[src/rtl/sbri_pkg.sv]
// sbri_pkg: types, constants and codes for the sorted block rank index
// used by the channel interfaces, the table cell and the top level
`default_nettype none

package sbri_pkg;

	localparam int TABLE_DEPTH_DEF = 16;
	localparam int BLOCK_W         = 21;
	localparam int OFF_W           = 10;
	localparam int ID_W            = 32;
	localparam int INDEX_W         = 16;
	localparam int INDEX_MAX       = 32767;

	typedef enum logic {
		OP_REGISTER = 1'b0,
		OP_LOOKUP   = 1'b1
	} op_t;

	typedef enum logic [1:0] {
		STAT_OK      = 2'd0,
		STAT_IGNORED = 2'd1,
		STAT_FULL    = 2'd2
	} status_t;

	typedef enum logic [1:0] {
		FSM_IDLE,
		FSM_CMP,
		FSM_UPD
	} fsm_t;

	typedef struct packed {
		logic               cmp_en;
		logic               upd_en;
		logic [BLOCK_W-1:0] key;
	} cell_ctl_t;

	typedef struct packed {
		logic lt;
		logic eq;
	} cell_flags_t;

endpackage

`default_nettype wire

[src/rtl/sbri_req_if.sv]
// sbri_req_if: input channel, valid/ready handshake with operation and id
// depends on sbri_pkg for field widths
`default_nettype none

interface sbri_req_if;
	logic                          valid;
	logic                          ready;
	logic                          operation;
	logic signed [sbri_pkg::ID_W-1:0] id_value;

	modport source (output valid, output operation, output id_value, input ready);
	modport sink   (input valid, input operation, input id_value, output ready);
endinterface

`default_nettype wire

[src/rtl/sbri_rsp_if.sv]
// sbri_rsp_if: result channel, valid/ready handshake with local index and status
// depends on sbri_pkg for field widths
`default_nettype none

interface sbri_rsp_if;
	logic                                valid;
	logic                                ready;
	logic signed [sbri_pkg::INDEX_W-1:0] local_index;
	logic [1:0]                          status;

	modport source (output valid, output local_index, output status, input ready);
	modport sink   (input valid, input local_index, input status, output ready);
endinterface

`default_nettype wire

[src/rtl/sbri_cell.sv]
// sbri_cell: one entry of the sorted table, compares against the key and
// shifts up from its lower neighbor on insert; depends on sbri_pkg
`default_nettype none

module sbri_cell (
	input  wire                                clk,
	input  wire sbri_pkg::cell_ctl_t           ctl,
	input  wire                                entry_valid,
	input  wire                                prev_lt,
	input  wire [sbri_pkg::BLOCK_W-1:0]        prev_entry,
	output sbri_pkg::cell_flags_t              flags,
	output logic [sbri_pkg::BLOCK_W-1:0]       entry
);

	logic [sbri_pkg::BLOCK_W-1:0] entry_q;
	logic                         lt_q;
	logic                         eq_q;

	always_ff @(posedge clk) begin
		if (ctl.cmp_en) begin
			lt_q <= entry_valid && (entry_q < ctl.key);
			eq_q <= entry_valid && (entry_q == ctl.key);
		end
		if (ctl.upd_en && !lt_q) begin
			entry_q <= prev_lt ? ctl.key : prev_entry;
		end
	end

	assign flags.lt = lt_q;
	assign flags.eq = eq_q;
	assign entry    = entry_q;

endmodule

`default_nettype wire

[src/rtl/sorted_block_rank_index.sv]
// Sorted block rank index. Keeps an ascending table of distinct block numbers in a
// chain of cells. An item is accepted, compared against every cell in the next cycle,
// and once the output register is free the chain shifts to insert the block and the
// result is registered. A new item is taken only while idle or as the previous one
// leaves the compare-then-shift step of the cell chain; the result waits in an output
// register, and the update cycle holds while that register is still occupied. Register
// items give local_index 0. Table contents need no clearing after reset; the fill count,
// state and output valid are reset. Depends on sbri_pkg, sbri_req_if, sbri_rsp_if and sbri_cell
`default_nettype none

module sorted_block_rank_index #(
	parameter int TABLE_DEPTH = sbri_pkg::TABLE_DEPTH_DEF
) (
	input  wire        clk,
	input  wire        arst_n,
	sbri_req_if.sink   req,
	sbri_rsp_if.source rsp
);

	localparam int CNT_W = $clog2(TABLE_DEPTH + 1);
	localparam int RAW_W = sbri_pkg::OFF_W + CNT_W + 1;
	localparam int VAL_W = (RAW_W > sbri_pkg::INDEX_W) ? RAW_W : sbri_pkg::INDEX_W;

	sbri_pkg::fsm_t state_q, state_d;

	logic                              lookup_q;
	logic                              bad_q;
	logic [sbri_pkg::BLOCK_W-1:0]      key_q;
	logic [sbri_pkg::OFF_W-1:0]        off_q;
	logic [CNT_W-1:0]                  count_q;

	logic                              out_valid_q;
	logic [sbri_pkg::INDEX_W-1:0]      index_q;
	logic [1:0]                        status_q;

	logic                              upd_go;
	logic                              accept;
	logic                              cmp_en;

	logic [sbri_pkg::ID_W-1:0]         raw;
	logic [sbri_pkg::ID_W-1:0]         id0;
	logic                              nonpos;
	logic                              is_lookup;

	logic [TABLE_DEPTH-1:0]            lt_vec;
	logic [TABLE_DEPTH-1:0]            eq_vec;
	logic [TABLE_DEPTH:0]              boundary;
	logic [CNT_W-1:0]                  rank;
	logic                              present;
	logic                              full;
	logic                              do_insert;
	logic [VAL_W-1:0]                  value;
	logic [sbri_pkg::INDEX_W-1:0]      index_d;
	sbri_pkg::status_t                 status_d;

	sbri_pkg::cell_ctl_t               ctl;
	sbri_pkg::cell_flags_t             flags [TABLE_DEPTH];
	logic [sbri_pkg::BLOCK_W-1:0]      entries [TABLE_DEPTH];

	// next state
	always_comb begin
		state_d = state_q;
		unique case (state_q)
			sbri_pkg::FSM_IDLE: begin
				if (req.valid) state_d = sbri_pkg::FSM_CMP;
			end
			sbri_pkg::FSM_CMP: begin
				state_d = sbri_pkg::FSM_UPD;
			end
			sbri_pkg::FSM_UPD: begin
				if (upd_go) state_d = req.valid ? sbri_pkg::FSM_CMP : sbri_pkg::FSM_IDLE;
			end
			default: begin
				state_d = sbri_pkg::FSM_IDLE;
			end
		endcase
	end

	// fsm outputs
	always_comb begin
		upd_go    = 1'b0;
		cmp_en    = 1'b0;
		req.ready = 1'b0;
		unique case (state_q)
			sbri_pkg::FSM_IDLE: begin
				req.ready = 1'b1;
			end
			sbri_pkg::FSM_CMP: begin
				cmp_en = 1'b1;
			end
			sbri_pkg::FSM_UPD: begin
				upd_go    = !out_valid_q || rsp.ready;
				req.ready = upd_go;
			end
			default: begin
				req.ready = 1'b0;
			end
		endcase
	end

	assign accept = req.valid && req.ready;

	always_ff @(posedge clk or negedge arst_n) begin
		if (!arst_n) begin
			state_q <= sbri_pkg::FSM_IDLE;
		end else begin
			state_q <= state_d;
		end
	end

	// decode of the incoming item
	assign raw       = req.id_value;
	assign id0       = raw - sbri_pkg::ID_W'(1);
	assign nonpos    = raw[sbri_pkg::ID_W-1] || (raw == '0);
	assign is_lookup = (req.operation == sbri_pkg::OP_LOOKUP);

	always_ff @(posedge clk) begin
		if (accept) begin
			lookup_q <= is_lookup;
			off_q    <= id0[sbri_pkg::OFF_W-1:0];
			if (is_lookup) begin
				bad_q <= nonpos;
				key_q <= id0[sbri_pkg::OFF_W +: sbri_pkg::BLOCK_W];
			end else begin
				bad_q <= nonpos || (|raw[sbri_pkg::ID_W-2:sbri_pkg::BLOCK_W]);
				key_q <= raw[sbri_pkg::BLOCK_W-1:0];
			end
		end
	end

	// cell chain
	assign ctl.cmp_en = cmp_en;
	assign ctl.upd_en = upd_go && do_insert;
	assign ctl.key    = key_q;

	for (genvar i = 0; i < TABLE_DEPTH; i++) begin : g_cell
		logic                         prev_lt;
		logic [sbri_pkg::BLOCK_W-1:0] prev_entry;
		if (i == 0) begin : g_head
			assign prev_lt    = 1'b1;
			assign prev_entry = key_q;
		end else begin : g_link
			assign prev_lt    = flags[i-1].lt;
			assign prev_entry = entries[i-1];
		end
		sbri_cell u_cell (
			.clk         (clk),
			.ctl         (ctl),
			.entry_valid (count_q > CNT_W'(i)),
			.prev_lt     (prev_lt),
			.prev_entry  (prev_entry),
			.flags       (flags[i]),
			.entry       (entries[i])
		);
		assign lt_vec[i] = flags[i].lt;
		assign eq_vec[i] = flags[i].eq;
	end

	// rank from the edge of the less-than run
	always_comb begin
		boundary[0]           = !lt_vec[0];
		for (int i = 1; i < TABLE_DEPTH; i++) begin
			boundary[i] = lt_vec[i-1] && !lt_vec[i];
		end
		boundary[TABLE_DEPTH] = lt_vec[TABLE_DEPTH-1];
		rank = '0;
		for (int i = 0; i <= TABLE_DEPTH; i++) begin
			if (boundary[i]) rank = rank | CNT_W'(i);
		end
	end

	assign present   = |eq_vec;
	assign full      = (count_q == CNT_W'(TABLE_DEPTH));
	assign do_insert = !bad_q && !present && !full;
	assign value     = VAL_W'({rank, off_q}) + VAL_W'(1);

	always_comb begin
		index_d  = '0;
		status_d = sbri_pkg::STAT_OK;
		if (bad_q) begin
			status_d = sbri_pkg::STAT_IGNORED;
			if (lookup_q) index_d = '1;
		end else if (!present && full) begin
			status_d = sbri_pkg::STAT_FULL;
			if (lookup_q) index_d = '1;
		end else if (lookup_q) begin
			if (value > VAL_W'(sbri_pkg::INDEX_MAX)) begin
				status_d = sbri_pkg::STAT_FULL;
				index_d  = '1;
			end else begin
				index_d = value[sbri_pkg::INDEX_W-1:0];
			end
		end
	end

	always_ff @(posedge clk or negedge arst_n) begin
		if (!arst_n) begin
			count_q     <= '0;
			out_valid_q <= 1'b0;
		end else begin
			if (upd_go && do_insert) count_q <= count_q + CNT_W'(1);
			if (upd_go) begin
				out_valid_q <= 1'b1;
			end else if (rsp.ready) begin
				out_valid_q <= 1'b0;
			end
		end
	end

	always_ff @(posedge clk) begin
		if (upd_go) begin
			index_q  <= index_d;
			status_q <= status_d;
		end
	end

	assign rsp.valid       = out_valid_q;
	assign rsp.local_index = index_q;
	assign rsp.status      = status_q;

	a_count_bound: assert property (@(posedge clk) disable iff (!arst_n)
		count_q <= CNT_W'(TABLE_DEPTH))
		else $error("fill count above table depth");

	a_lt_thermometer: assert property (@(posedge clk) disable iff (!arst_n)
		(state_q == sbri_pkg::FSM_UPD) |-> (((lt_vec >> 1) & ~lt_vec) == '0))
		else $error("less-than flags not contiguous");

	a_eq_single: assert property (@(posedge clk) disable iff (!arst_n)
		(state_q == sbri_pkg::FSM_UPD) |-> $onehot0(eq_vec))
		else $error("duplicate block in table");

	a_insert_count: assert property (@(posedge clk) disable iff (!arst_n)
		(upd_go && do_insert) |=> (count_q == $past(count_q) + CNT_W'(1)))
		else $error("insert did not advance fill count");

	a_hold_result: assert property (@(posedge clk) disable iff (!arst_n)
		(state_q == sbri_pkg::FSM_UPD && !upd_go) |=> (state_q == sbri_pkg::FSM_UPD))
		else $error("update left while result slot busy");

endmodule

`default_nettype wire
[src/flat_wrapper.sv]
// flat-port wrapper written by rule: the top's interface ports become plain ports
module sorted_block_rank_index_flat 
#(
	parameter int TABLE_DEPTH = sbri_pkg::TABLE_DEPTH_DEF
)
  (clk, arst_n, req_valid, req_operation, req_id_value, req_ready, rsp_valid, rsp_local_index, rsp_status, rsp_ready);
  sbri_req_if req_i ();
  sbri_rsp_if rsp_i ();
  input  wire clk;
  input  wire arst_n;
  input wire logic [$bits(req_i.valid)-1:0] req_valid;
  input wire logic [$bits(req_i.operation)-1:0] req_operation;
  input wire logic [$bits(req_i.id_value)-1:0] req_id_value;
  output wire logic [$bits(req_i.ready)-1:0] req_ready;
  output wire logic [$bits(rsp_i.valid)-1:0] rsp_valid;
  output wire logic [$bits(rsp_i.local_index)-1:0] rsp_local_index;
  output wire logic [$bits(rsp_i.status)-1:0] rsp_status;
  input wire logic [$bits(rsp_i.ready)-1:0] rsp_ready;
  assign req_i.valid = req_valid;
  assign req_i.operation = req_operation;
  assign req_i.id_value = req_id_value;
  assign req_ready = req_i.ready;
  assign rsp_valid = rsp_i.valid;
  assign rsp_local_index = rsp_i.local_index;
  assign rsp_status = rsp_i.status;
  assign rsp_i.ready = rsp_ready;
  sorted_block_rank_index #(.TABLE_DEPTH(TABLE_DEPTH)) u_core (.clk(clk), .arst_n(arst_n), .req(req_i), .rsp(rsp_i));
endmodule
[config.mk]
export PLATFORM = sky130hd
export DESIGN_NAME = sorted_block_rank_index_flat
export DESIGN_NICKNAME = d
export VERILOG_FILES = /design/src/rtl/sbri_pkg.sv /design/src/rtl/sbri_req_if.sv /design/src/rtl/sbri_rsp_if.sv /design/src/rtl/sbri_cell.sv /design/src/rtl/sorted_block_rank_index.sv /design/src/flat_wrapper.sv
export SDC_FILE = /design/constraint.sdc
export NUM_CORES = 1
export LEC_CHECK = 0
export BUFFER_PORTS_ARGS = -buffer_cell sky130_fd_sc_hd__buf_2
export CAP_MARGIN = 20
export CORE_MARGIN = 2
export CORE_UTILIZATION = 55
export DETAILED_ROUTE_END_ITERATION = 8
export PLACE_DENSITY = 0.71
export SLEW_MARGIN = 20
export SYNTH_ARGS = -nofsm -noshare
export SYNTH_HDL_FRONTEND = slang
export SYNTH_SLANG_ARGS = --single-unit
[constraint.sdc]
create_clock -name clk -period 9.19 [get_ports clk]
set_clock_uncertainty 0.2 [all_clocks]
set_input_delay 0.919 -clock clk [delete_from_list [all_inputs] [get_ports clk]]
set_output_delay 0.919 -clock clk [all_outputs]
set_load 0.02 [all_outputs]
Yosys cells after proc, flatten, opt, wreduce, memory -nomap -nowiden
Index checks and enable logic that the tools add are counted.
{"block": "op_classes", "n_eq_ne": 21, "add_sub_neg": 3, "reduce_logical": 97, "order_cmp": 33, "mux": 50}
{"operator": "$eq 21x21->1", "n": 16}
{"operator": "$lt 21x21->1", "n": 16}
{"operator": "$mux 21", "n": 16}
{"operator": "$mux 16", "n": 5}
{"operator": "$logic_and 1x1->1", "n": 68}
{"operator": "$gt 5x4->1 const B", "n": 8}
{"operator": "$logic_not 32->1", "n": 1}
{"operator": "$mux 4", "n": 8}
{"operator": "$sub 31x1->31 const B", "n": 1}
{"operator": "$gt 5x3->1 const B", "n": 4}
{"operator": "$logic_not 1->1", "n": 20}
{"operator": "$add 15x1->16 const B", "n": 1}
{"operator": "$gt 16x15->1 const B", "n": 1}
{"operator": "$reduce_or 16->1", "n": 1}
{"operator": "$mux 2", "n": 7}
{"operator": "$mux 3", "n": 4}
{"operator": "$gt 5x1->1 const B", "n": 2}
{"operator": "$gt 5x2->1 const B", "n": 2}
{"operator": "$reduce_or 10->1", "n": 1}
{"operator": "$mux 1", "n": 7}
{"operator": "$pmux 2 s3", "n": 1}
{"operator": "$add 5x1->5 const B", "n": 1}
{"operator": "$eq 5x5->1 const B", "n": 1}
{"operator": "$mux 5", "n": 1}
{"operator": "9 further kinds", "n": 11}
{"block": "totals", "out_inout_bits": 20, "word_cells": 261, "register_bits": 427}

Logic depth before layout (Yosys ltp)
Gate-level depths: netlist (run 1).
{"block": "depth", "ltp_word": 24, "ltp_mapped": 9, "depth_no_buf": 8}

By module
From an unflattened synthesis (run 1), not the netlist that was laid out.
{"block": "unflattened", "cells_unflattened": 2364, "area_unflattened_um2": 27617.7}
{"module": "sbri_cell", "cells_each": 126, "seq_area_each_um2": 690.7, "area_each_um2": 1507.7, "n_inst": 16}
{"module": "sorted_block_rank_index", "cells_each": 348, "seq_area_each_um2": 1731.7, "area_each_um2": 3494.6, "n_inst": 1}

Worst setup path before layout (run 1)
Ideal clock, no wire load.
{"block": "synth_timing", "kind": "input to register", "start": "input port rsp_ready", "end": "register u_core.g_cell[0].u_cell.entry_q, in the netlist u_core.g_cell[0].u_cell.entry[0], enable pin", "arrival_time_ns": 3.711, "slack_ns": 4.880, "path_buffers": 2, "required_ns": 8.591, "stages": 6, "cell_sequence": "nor2b_1 nor2_1 or4b_1 clkbuf_1 clkbuf_1 nor2_1"}
{"block": "synth_between", "elab_chain_len": 4}
{"element": "start: declaration", "line": "flat_wrapper.sv:18", "rtl": "input wire logic [$bits(rsp_i.ready)-1:0] rsp_ready;"}
{"element": "$logic_or 1x1->1", "line": "sorted_block_rank_index.sv:92", "rtl": "upd_go = !out_valid_q || rsp.ready;"}
{"element": "$mux 1", "line": "sorted_block_rank_index.sv:84", "rtl": "unique case (state_q)"}
{"element": "named net u_core.upd_go", "line": "sorted_block_rank_index.sv:36", "rtl": "logic upd_go;"}
{"element": "$logic_and 1x1->1", "line": "sorted_block_rank_index.sv:133", "rtl": "assign ctl.upd_en = upd_go && do_insert;"}
{"element": "$logic_and 1x1->1", "line": "sbri_cell.sv:24", "rtl": "if (ctl.upd_en && !lt_q) begin"}
{"element": "end signal: assignment", "line": "sbri_cell.sv:25", "rtl": "entry_q <= prev_lt ? ctl.key : prev_entry;"}
{"element": "end: declaration", "line": "sbri_cell.sv:15", "rtl": "logic [sbri_pkg::BLOCK_W-1:0] entry_q;"}
The timed path passes the listed nets, and every way through them passes these cells.
A chain may end at the register's enable or synchronous reset.

Worst setup path in the final report (run 1)
{"block": "layout_timing", "start": "register u_core.key_q, in the netlist u_core.g_cell[0].prev_entry[1]", "end": "register u_core.g_cell[5].u_cell.lt_q (data pin)"}
{"block": "layout_between", "elab_chain_len": 2}
{"element": "start: declaration", "line": "sorted_block_rank_index.sv:28", "rtl": "logic [sbri_pkg::BLOCK_W-1:0] key_q;"}
{"element": "start signal: assignment", "line": "sorted_block_rank_index.sv:123", "rtl": "key_q <= id0[sbri_pkg::OFF_W +: sbri_pkg::BLOCK_W];"}
{"element": "start signal: assignment", "line": "sorted_block_rank_index.sv:126", "rtl": "key_q <= raw[sbri_pkg::BLOCK_W-1:0];"}
{"element": "$lt 21x21->1", "line": "sbri_cell.sv:21", "rtl": "lt_q <= entry_valid && (entry_q < ctl.key);"}
{"element": "$logic_and 1x1->1", "line": "sbri_cell.sv:21"}
{"element": "end signal: assignment", "line": "sbri_cell.sv:21"}
{"element": "end: declaration", "line": "sbri_cell.sv:16", "rtl": "logic lt_q;"}
No other way between the ends.

==> out/metrics.cfg, run 1 <==
[layout]
nFillCells = 3586
syn2layout_area_growth_pct = 10.4
fin_util_pct = 61.2
multi_input_area_mm2 = 0.0124
mostFrequentLayoutCells = edfxtp_1, ha_1, mux2_2
diodes = 0
nets = 2450
layout_commonest_cell = edfxtp_1
seq_area_mm2 = 0.0128
drive_above_1_share_pct = 23.9

[synth]
synth_nets = 2377
synth_seq_cells = 427
yosys.area_share.simple_pct = 7.96
muxShareOfSynthArea_pct = 13.2
synth_adder_area_share_pct = 16.7
ys_seq_area_share_pct = 49.7
synth_cell_type_count = 58
netlist_area_mm2 = 0.0257
postSynthCellCount = 1996
synth_compound_area_share_pct = 8.78
syn-mean-instance-area_um2 = 12.9
ys.flop_type = edfxtp_1
synthArstFlopShare_pct = 1.87
ys_warn_count = 0
synth_top_family_by_area = adder cells
synth_edf_count = 419
synth-xor-area-share_pct = 1.40

[global_routing]
grt_max_degree = 45
track_usage_pct = 29.8
gr-total-overflow = 0
grt_pass1_vias = 17600
grt_pass1_wl_mm = 107
antenna_found_initial = 2

[power_and_ir_drop]
combPwrFrac_pct = 12.8
p_int_mw = 3.52
p_total_mw = 4.69
p_clk_share_pct = 39.4
cellLeakagePower_nw = 11.2
powerDensity_mw_per_mm2 = 165
vdd_ir_drop_max_mv = 0.131
seq_power_share_pct = 47.8
p_switching_mw = 1.17
p_sw_share_pct = 25.0

[drt]
wirelength_mm = 71.1
wire_per_inst_um = 26.2
first_pass_iters = 5
vias = 17200
ant_nets = 0
drc_errors = 0
vias_per_cell = 6.35
drt_iter0_markers = 1392

[timing]
clock.fmax_mhz = 243
period_share_pct = 44.8
tightest_slew_ns = 1.12
rsz0062_at_grt = false
period_needed_ns = 4.12
finalSetupViolCount = 0
fin_ws_ns = 5.07
setup_tns_ns = 0
slew_viol_final = 0
hold_viol = 0
max-slew-margin-rel_pct = 25.4

[worst_setup_path]
slowest_stage = edfxtp_1
cp-end-kind = flop
crit_buf_inv = 2
critPathTopFamily = buffers and inverters
cp_cell_sequence = inv_1 > buf_4 > ha_1 > and3_1 > a221o_1 > a21o_1 > a221oi_1 > nor2_1 > nor4_1
worst-path-max-fanout = 17
startpoint_type = flop
critPathKind = reg2reg
worstPathArrival_ns = 4.29
cp_data_required_time_ns = 9.36
cpPeakStageDelay_ns = 1.04

[die]
start_util_pct = 55.5
dieArea_mm2 = 0.0485
core_region_area_mm2 = 0.0464
io-pin-count = 57
die_x_um = 220
die_h_um = 220
rows = 79

[outcome]
status = finished clean

[min_path]
min_path_type = reg2reg

[placed_design]
pre_cts_slack_ns = 5.28
io_buffers = 56
place_hpwl_mm = 49.1
gp_congestion = 0.924

[clocking]
cts_made_buffers = 47
postCtsSetupRepairBufs = 0
clock_sinks = 427
cts-resized-gates = 0
path_clk_slew_ns = 0.06
clock_latency_ns = 0.59
htree_levels = 2
cts_root_buf = clkbuf_16
cts_max_path_buffers = 3
cts_tree = done

[flow_run]
maxCapViolations = 0

cells in the mapped netlist (all sizes together), types with 2 or more instances:
| cell type | instances | share of area, % |
|---|---|---|
| o2111ai | 3 | 0.10 |
| o221ai | 4 | 0.16 |
| a221oi | 8 | 0.27 |
| a21o | 102 | 3.0 |
| a31oi | 5 | 0.12 |
| nor3 | 21 | 0.45 |
| clkbuf | 61 | 0.89 |
| nor3b | 4 | 0.12 |
| dfrtp | 8 | 0.78 |
| a211oi | 11 | 0.34 |
| nand3 | 20 | 0.41 |
| mux2 | 301 | 13 |
| nor4 | 25 | 0.81 |
| xor2 | 17 | 0.58 |
| o21ai | 65 | 1.3 |
| o211ai | 13 | 0.38 |
| o21a | 7 | 0.20 |
| or4 | 6 | 0.18 |
| a21oi | 134 | 2.6 |
| and2 | 4 | 0.097 |
| nand2b | 14 | 0.34 |
| nor2b | 28 | 0.68 |
| edfxtp | 419 | 49 |
| ha | 344 | 17 |
| nand4 | 68 | 1.7 |
| nor2 | 97 | 1.4 |
| nor4b | 3 | 0.16 |
| o21bai | 2 | 0.058 |
| or3 | 6 | 0.17 |
| inv | 69 | 1.0 |
| xnor2 | 24 | 0.82 |
| or2 | 3 | 0.073 |
| buf | 19 | 0.34 |
| nand2 | 53 | 0.77 |
| and3 | 11 | 0.27 |
| and4 | 8 | 0.27 |
routing by layer:
metal / vias to the layer above / track usage [%] / wire (µm)
li1: 7885 / - / -
met1: 8562 / 39.1 / 29800
met2: 624 / 49.4 / 34000
met3: 168 / 4.76 / 4510
met4: 0 / 12.1 / 2740
met5: - / 0 / 0
layout make-up:
type / instances / share of cell area (%)
repair buffers: 104 / 2.29
multi-input cells: 1420 / 43.9
clock buffers: 58 / 4.44
inverters: 69 / 0.912
flip-flops and latches: 427 / 45.0
well taps: 607 / 2.68
clock inverters: 29 / 0.807
sequential cells by signal, summed over array words and instances, names as in the netlist:
| signal | flops |
|---|---|
| u_core.state_q | 2 |
| u_core.g_cell.u_cell.lt_q | 16 |
| u_core.off_q | 10 |
| u_core.count_q | 5 |
| u_core.rsp.valid | 1 |
| u_core.lookup_q | 1 |
| u_core.rsp.local_index | 16 |
| u_core.bad_q | 1 |
| u_core.rsp.status | 2 |
| u_core.g_cell.prev_entry | 21 |
| u_core.g_cell.u_cell.entry | 336 |
| u_core.g_cell.u_cell.eq_q | 16 |
worst reg2reg max path, cell delays in order (launching register included):
cell and delay [ns]:
edfxtp_1 1.04, inv_1 0.70, buf_4 0.38, ha_1 0.28, and3_1 0.18, a221o_1 0.36
a21o_1 0.19, a221oi_1 0.29, nor2_1 0.08, nor4_1 0.23
power by group through the flow:
| stage | registers, mW | clock network (mW) | logic [mW] |
|---|---|---|---|
| after floorplan | 2.25 | 0 | 0.388 |
| after global placement | 2.28 | 0 | 0.562 |
| after detailed placement | 2.28 | 0 | 0.583 |
| after CTS | 2.24 | 1.86 | 0.588 |
| after global routing | 2.24 | 1.94 | 0.650 |
| final | 2.24 | 1.85 | 0.599 |
stage by stage:
step           area [µm²]  cells  hold slack (ns)
3_5_place_dp        26800   2625            0.312
2_1_floorplan       25700   1996            0.287
3_3_place_gp        26800   2625            0.309
4_1_cts             28300   2713            0.329
5_1_grt             28400   2714            0.363
6_report            28400   2714            0.328
final timing paths:
kind | cells past startpoint | start | slack (ns) | end
max | 9 | u_core.g_cell[0].prev_entry[1] | 5.07 | u_core.g_cell[5].u_cell.lt_q
min | 2 | u_core.rsp.valid | 0.33 | u_core.rsp.valid
max reg2reg | 9 | u_core.g_cell[0].prev_entry[1] | 5.07 | u_core.g_cell[5].u_cell.lt_q
min reg2reg | 2 | u_core.rsp.valid | 0.33 | u_core.rsp.valid
max in group asynchronous | 2 | arst_n | 8.01 | u_core.count_q[2]
min in group asynchronous | 2 | arst_n | 0.55 | u_core.count_q[1]
logic make-up after synthesis:
kind of cell | after synthesis
adder cells (fa/ha/maj) | 344
AO/OA/AOI/OAI | 362
AND/OR/NAND/NOR | 372
buffers and inverters | 149
XOR/XNOR | 41
multiplexers | 301
flip-flops | 427
what timing repair did:
action / CTS / global route
endpoints found under the setup margin: 0 / 0
endpoints found under the hold margin: 8 / 0
hold buffers: 1 / 0
Power figures use the tool's default switching activity.
==> run 2, diff against run 1 <==
==> constraint.sdc (replaced) <==
create_clock -name clk -period 4.03 [get_ports clk]
set_clock_uncertainty 0.2 [all_clocks]
set_input_delay 0.403 -clock clk [delete_from_list [all_inputs] [get_ports clk]]
set_output_delay 0.403 -clock clk [all_outputs]
set_load 0.02 [all_outputs]
==> run 2 against run 1 <==
Combinational power is 120% higher. Critical path type unchanged. Largest cell class unchanged. Sequential power is 130% higher. Setup slack worse by 4.7 ns. Largest power group unchanged. Power is 130% higher.
==> out/metrics.cfg, run 2 (synthesized netlist as in run 1, its figures left out) <==
[timing]
clock.fmax_mhz = 275
max-slew-margin-rel_pct = 36.7
finalSetupViolCount = 0
period_share_pct = 90.4
tightest_slew_ns = 0.943
hold_viol = 0
period_needed_ns = 3.64
setup_tns_ns = 0
slew_viol_final = 0
rsz0062_at_grt = false

[drt]
drt_iter0_markers = 1236
wl_met2_mm = 33.1
vias = 17100
wire_per_inst_um = 24.1
ant_nets = 0
route.met3.wl_mm = 2.90
drc_errors = 0
wirelength_mm = 66.2
vias_per_cell = 6.22
first_pass_iters = 5
routed.top_layer = met4
wl_met1_mm = 26.7

[layout]
syn2layout_area_growth_pct = 11.5
largest_reg_flops = 336
layout_commonest_cell = edfxtp_1
stdcell_count = 2741
nets = 2481
mostFrequentLayoutCells = edfxtp_1, ha_1, mux2_2
diodes = 0
drive_above_1_share_pct = 24.8

[worst_setup_path]
startpoint_type = flop
r2r_start = u_core.g_cell[0].prev_entry[14]
worst-path-max-fanout = 17
r2r_cells = 6
cp-end-kind = flop
critPathLaunch = u_core.g_cell[0].prev_entry[14]
reg2reg_slack_ns = 0.39
r2r-end = u_core.g_cell[14].u_cell.eq_q
critPathKind = reg2reg
worstPathArrival_ns = 3.75
cp_data_required_time_ns = 4.14

[global_routing]
track_usage_pct = 27.6
antenna_found_initial = 0
gr-total-overflow = 0
grt_max_degree = 45
grt_pass1_vias = 17800
grt_pass1_wl_mm = 101

[clocking]
clock_sinks = 427
htree_levels = 2
cts_max_path_buffers = 3
cts_root_buf = clkbuf_16
cts-resized-gates = 0
cts_tree = done
cts_made_buffers = 48
clock_latency_ns = 0.60
path_clk_slew_ns = 0.06

[power_and_ir_drop]
powerDensity_mw_per_mm2 = 376
vdd_ir_drop_max_mv = 0.339
cellLeakagePower_nw = 11.4

[placed_design]
gp_congestion = 0.900
dp.cells = 2647
io_buffers = 56
place_hpwl_mm = 49.5

[outcome]
status = finished clean

[min_path]
min_path_type = in2async

[die]
rows = 79
core_region_area_mm2 = 0.0464
dieArea_mm2 = 0.0485
io-pin-count = 57
die_x_um = 220
start_util_pct = 55.5
die_h_um = 220

[flow_run]
maxCapViolations = 0

## run 2: cell types whose count changed in the layout (fill, tap and decap cells not counted), moves of 3 or more
cell,before,now
buf_12,0,3
buf_4,46,66
clkbuf_1,9,6
clkinv_1,15,11
dlygate4sd3_1,1,9
nor2_2,7,16
nor2_4,9,0
## run 2: cell type report
| class | count | area, µm² |
|---|---|---|
| Clock buffer | 57 | 1280 |
| Clock inverter | 27 | 254 |
| Fill cell | 3455 | 17700 |
| Inverter | 69 | 259 |
| Multi-Input combinational cell | 1420 | 12400 |
| Sequential cell | 427 | 12800 |
| Tap cell | 607 | 759 |
| Timing Repair Buffer | 134 | 926 |
## run 2: critical path, stage by stage (launching register included)
cell and delay, ns:
edfxtp_1 0.88, inv_1 0.63, ha_1 0.49, nand4_1 0.17, nor2_1 0.27, nand2_1 0.08, nor4_1 0.60
## run 2: power by group
part,switching [mW],total (mW),internal (mW)
Sequential,0.100,5.09,4.99
Combinational,0.760,1.34,0.576
Clock,1.80,4.36,2.56
Total,2.66,10.8,8.12
## run 2: how the worst max path moves through the flow
stage,endpoint,depth (start not counted)
6_report,u_core.g_cell[14].u_cell.eq_q,6
5_1_grt,u_core.g_cell[14].u_cell.lt_q,8
4_1_cts,u_core.g_cell[14].u_cell.eq_q,6
3_5_place_dp,u_core.g_cell[14].u_cell.eq_q,6
3_3_place_gp,u_core.g_cell[14].u_cell.eq_q,6
2_1_floorplan,u_core.g_cell[0].u_cell.entry[0],6
## run 2: per-layer routing
| layer | global-route usage [%] | vias to the layer above |
|---|---|---|
| met1 | 33.2 | 8495 |
| li1 | - | 7933 |
| met2 | 48.5 | 467 |
| met5 | 0 | - |
| met4 | 14.5 | 0 |
| met3 | 3.40 | 159 |
## run 2: repair_timing
| item | 4_1_cts | 5_1_grt |
|---|---|---|
| buffers inserted | 0 | 0 |
| hold buffers | 9 | 0 |
| hold endpoints to repair | 16 | 0 |
## run 2: stage by stage
| stage | hold WS, ns | utilization, % | total power, mW | area (µm²) | setup WS, ns |
|---|---|---|---|---|---|
| 5_1_grt | 0.0513 | 61.8 | 11.1 | 28700 | 0.351 |
| 3_5_place_dp | 0.112 | 58.3 | 6.49 | 27000 | 0.490 |
| 4_1_cts | 0.00994 | 61.8 | 10.8 | 28600 | 0.449 |
| 2_1_floorplan | -0.0926 | - | 6.02 | 25700 | 0.0654 |
| 6_report | 0.0339 | 61.8 | 10.8 | 28700 | 0.388 |
| 3_3_place_gp | 0.105 | 58.3 | 6.44 | 27000 | 0.489 |
==> run 3, diff against run 2 <==
==> constraint.sdc (replaced) <==
create_clock -name clk -period 4.03 [get_ports clk]
set_clock_uncertainty 0.2 [all_clocks]
set_input_delay 0.403 -clock clk [delete_from_list [all_inputs] [get_ports clk]]
set_output_delay 0.403 -clock clk [all_outputs]
set_load 0.1 [all_outputs]
==> run 3 against run 2 <==
Sequential share of layout area hardly changed. Largest power group unchanged. Fmax hardly changed. Design area hardly changed. Count of clock-buffer cells in the layout is 7 higher. Largest cell class unchanged. Die area stayed put. Wire length is 1.4% lower. Power is 1.6% lower. Sequential power hardly changed. Utilization hardly changed. Critical path depth stayed put. Cell count is 0.33% higher. Register-to-register slack hardly changed. Critical endpoint unchanged.
==> out/metrics.cfg, run 3 (synthesized netlist as in run 1, its figures left out) <==
[drt]
drc_errors = 0
wire_per_inst_um = 23.7
drt_iter0_markers = 1154
first_pass_iters = 5
wirelength_mm = 65.3
vias_per_cell = 6.21
vias = 17100
ant_nets = 0

[worst_setup_path]
critPathKind = reg2reg
startpoint_type = flop
r2r_cells = 6
cp-end-kind = flop
worstPathArrival_ns = 3.73
worst-path-max-fanout = 17
cp_data_required_time_ns = 4.12

[global_routing]
track_usage_pct = 27.4
antenna_found_initial = 0
grt_pass1_wl_mm = 100
grt_pass1_vias = 17800
gr-total-overflow = 0
grt_max_degree = 45

[die]
die_x_um = 220
io-pin-count = 57
core_region_area_mm2 = 0.0464
dieArea_mm2 = 0.0485
die_h_um = 220
start_util_pct = 55.5
rows = 79

[power_and_ir_drop]
p_switching_mw = 2.73
cellLeakagePower_nw = 11.3
p_int_mw = 7.88
powerDensity_mw_per_mm2 = 370
p_total_mw = 10.6
seq_power_share_pct = 47.9
p_sw_share_pct = 25.7
vdd_ir_drop_max_mv = 0.347
combPwrFrac_pct = 13.7
p_clk_share_pct = 38.4

[clocking]
clock_sinks = 427
cts_tree = done
cts_root_buf = clkbuf_16
clock_latency_ns = 0.58
postCtsSetupRepairBufs = 0
hold_buffers = 9
cts-resized-gates = 0
path_clk_slew_ns = 0.06
cts_made_buffers = 47
htree_levels = 2
cts_max_path_buffers = 3

[timing]
hold_viol = 0
period_share_pct = 90.3
tightest_slew_ns = 0.900
max-slew-margin-rel_pct = 39.4
slew_viol_final = 0
rsz0062_at_grt = false
finalSetupViolCount = 0
period_needed_ns = 3.64
clock.fmax_mhz = 275
hold_ws_ns = 0.0362

[layout]
diodes = 0
drive_above_1_share_pct = 24.8
layout_commonest_cell = edfxtp_1
nFillCells = 3518
mostFrequentLayoutCells = edfxtp_1, ha_1, mux2_2
syn2layout_area_growth_pct = 11.4
nets = 2489
largest_reg_flops = 336

[flow_run]
maxCapViolations = 0

[outcome]
status = finished clean

[min_path]
holdPathStages = 2
min_path_type = in2reg

[placed_design]
gp_congestion = 0.924
place_hpwl_mm = 49.6
io_buffers = 56

[run 3: changes by cell type in the layout (fill, tap and decap cells not counted), sizes merged]
| cell | before | now |
|---|---|---|
| inv | 71 | 69 |
| bufinv | 5 | 1 |
| clkbuf | 57 | 64 |
| buf | 125 | 134 |
| clkinvlp | 0 | 1 |
| clkinv | 20 | 18 |
[run 3: through the flow]
step	instances	cell area, µm²	setup TNS (ns)	setup slack (ns)	util (%)
detailed placement	2657	27100	0	0.425	58.5
global route	2750	28700	0	0.188	61.8
finish	2750	28700	0	0.389	61.8
CTS	2750	28700	0	0.415	61.8
global placement	2656	27100	0	0.510	58.5
floorplan	1996	25700	-46.82	-0.141	-
[run 3: final cells by class]
class	instances	area [µm²]	share of cell area, %
Clock buffer	64	1300	4.55
Multi-Input combinational cell	1420	12400	43.3
Inverter	69	259	0.904
Tap cell	607	759	2.65
Clock inverter	20	116	0.406
Sequential cell	427	12800	44.6
Timing Repair Buffer	143	1030	3.58
[run 3: power groups by stage]
| stage | Clock (mW) | Combinational (mW) | Sequential [mW] |
|---|---|---|---|
| 5_1_grt | 4.31 | 1.58 | 5.08 |
| 6_report | 4.08 | 1.45 | 5.08 |
| 3_5_place_dp | 0 | 1.44 | 5.17 |
| 3_3_place_gp | 0 | 1.38 | 5.16 |
| 2_1_floorplan | 0 | 0.895 | 5.23 |
| 4_1_cts | 4.13 | 1.45 | 5.08 |
[run 3: worst paths after layout]
| kind | from | endpoint | slack, ns |
|---|---|---|---|
| worst max-delay path | u_core.g_cell[0].prev_entry[18] | u_core.g_cell[14].u_cell.eq_q | 0.39 |
| worst min-delay path | req_id_value[2] | u_core.off_q[2] | 0.04 |
| worst max register to register | u_core.g_cell[0].prev_entry[18] | u_core.g_cell[14].u_cell.eq_q | 0.39 |
| worst min register to register | u_core.rsp.valid | u_core.rsp.valid | 0.34 |
| max in group asynchronous | arst_n | u_core.count_q[0] | 3.31 |
| min in group asynchronous | arst_n | u_core.state_q[1] | 0.06 |
[run 3: worst max-delay path: stages (launching register included)]
cell and delay (ns):
edfxtp_1 0.90, inv_1 0.62, ha_1 0.50, nand4_1 0.11, nor2_1 0.33, nand2_1 0.09
nor4_1 0.60
[run 3: metal layers]
metal	part of all wire (%)	track usage [%]	up-vias
li1	-	-	7952
met1	41	33.0	8573
met2	50	48.3	415
met3	4.0	3.70	151
met4	5.2	13.7	0
met5	0	0	-
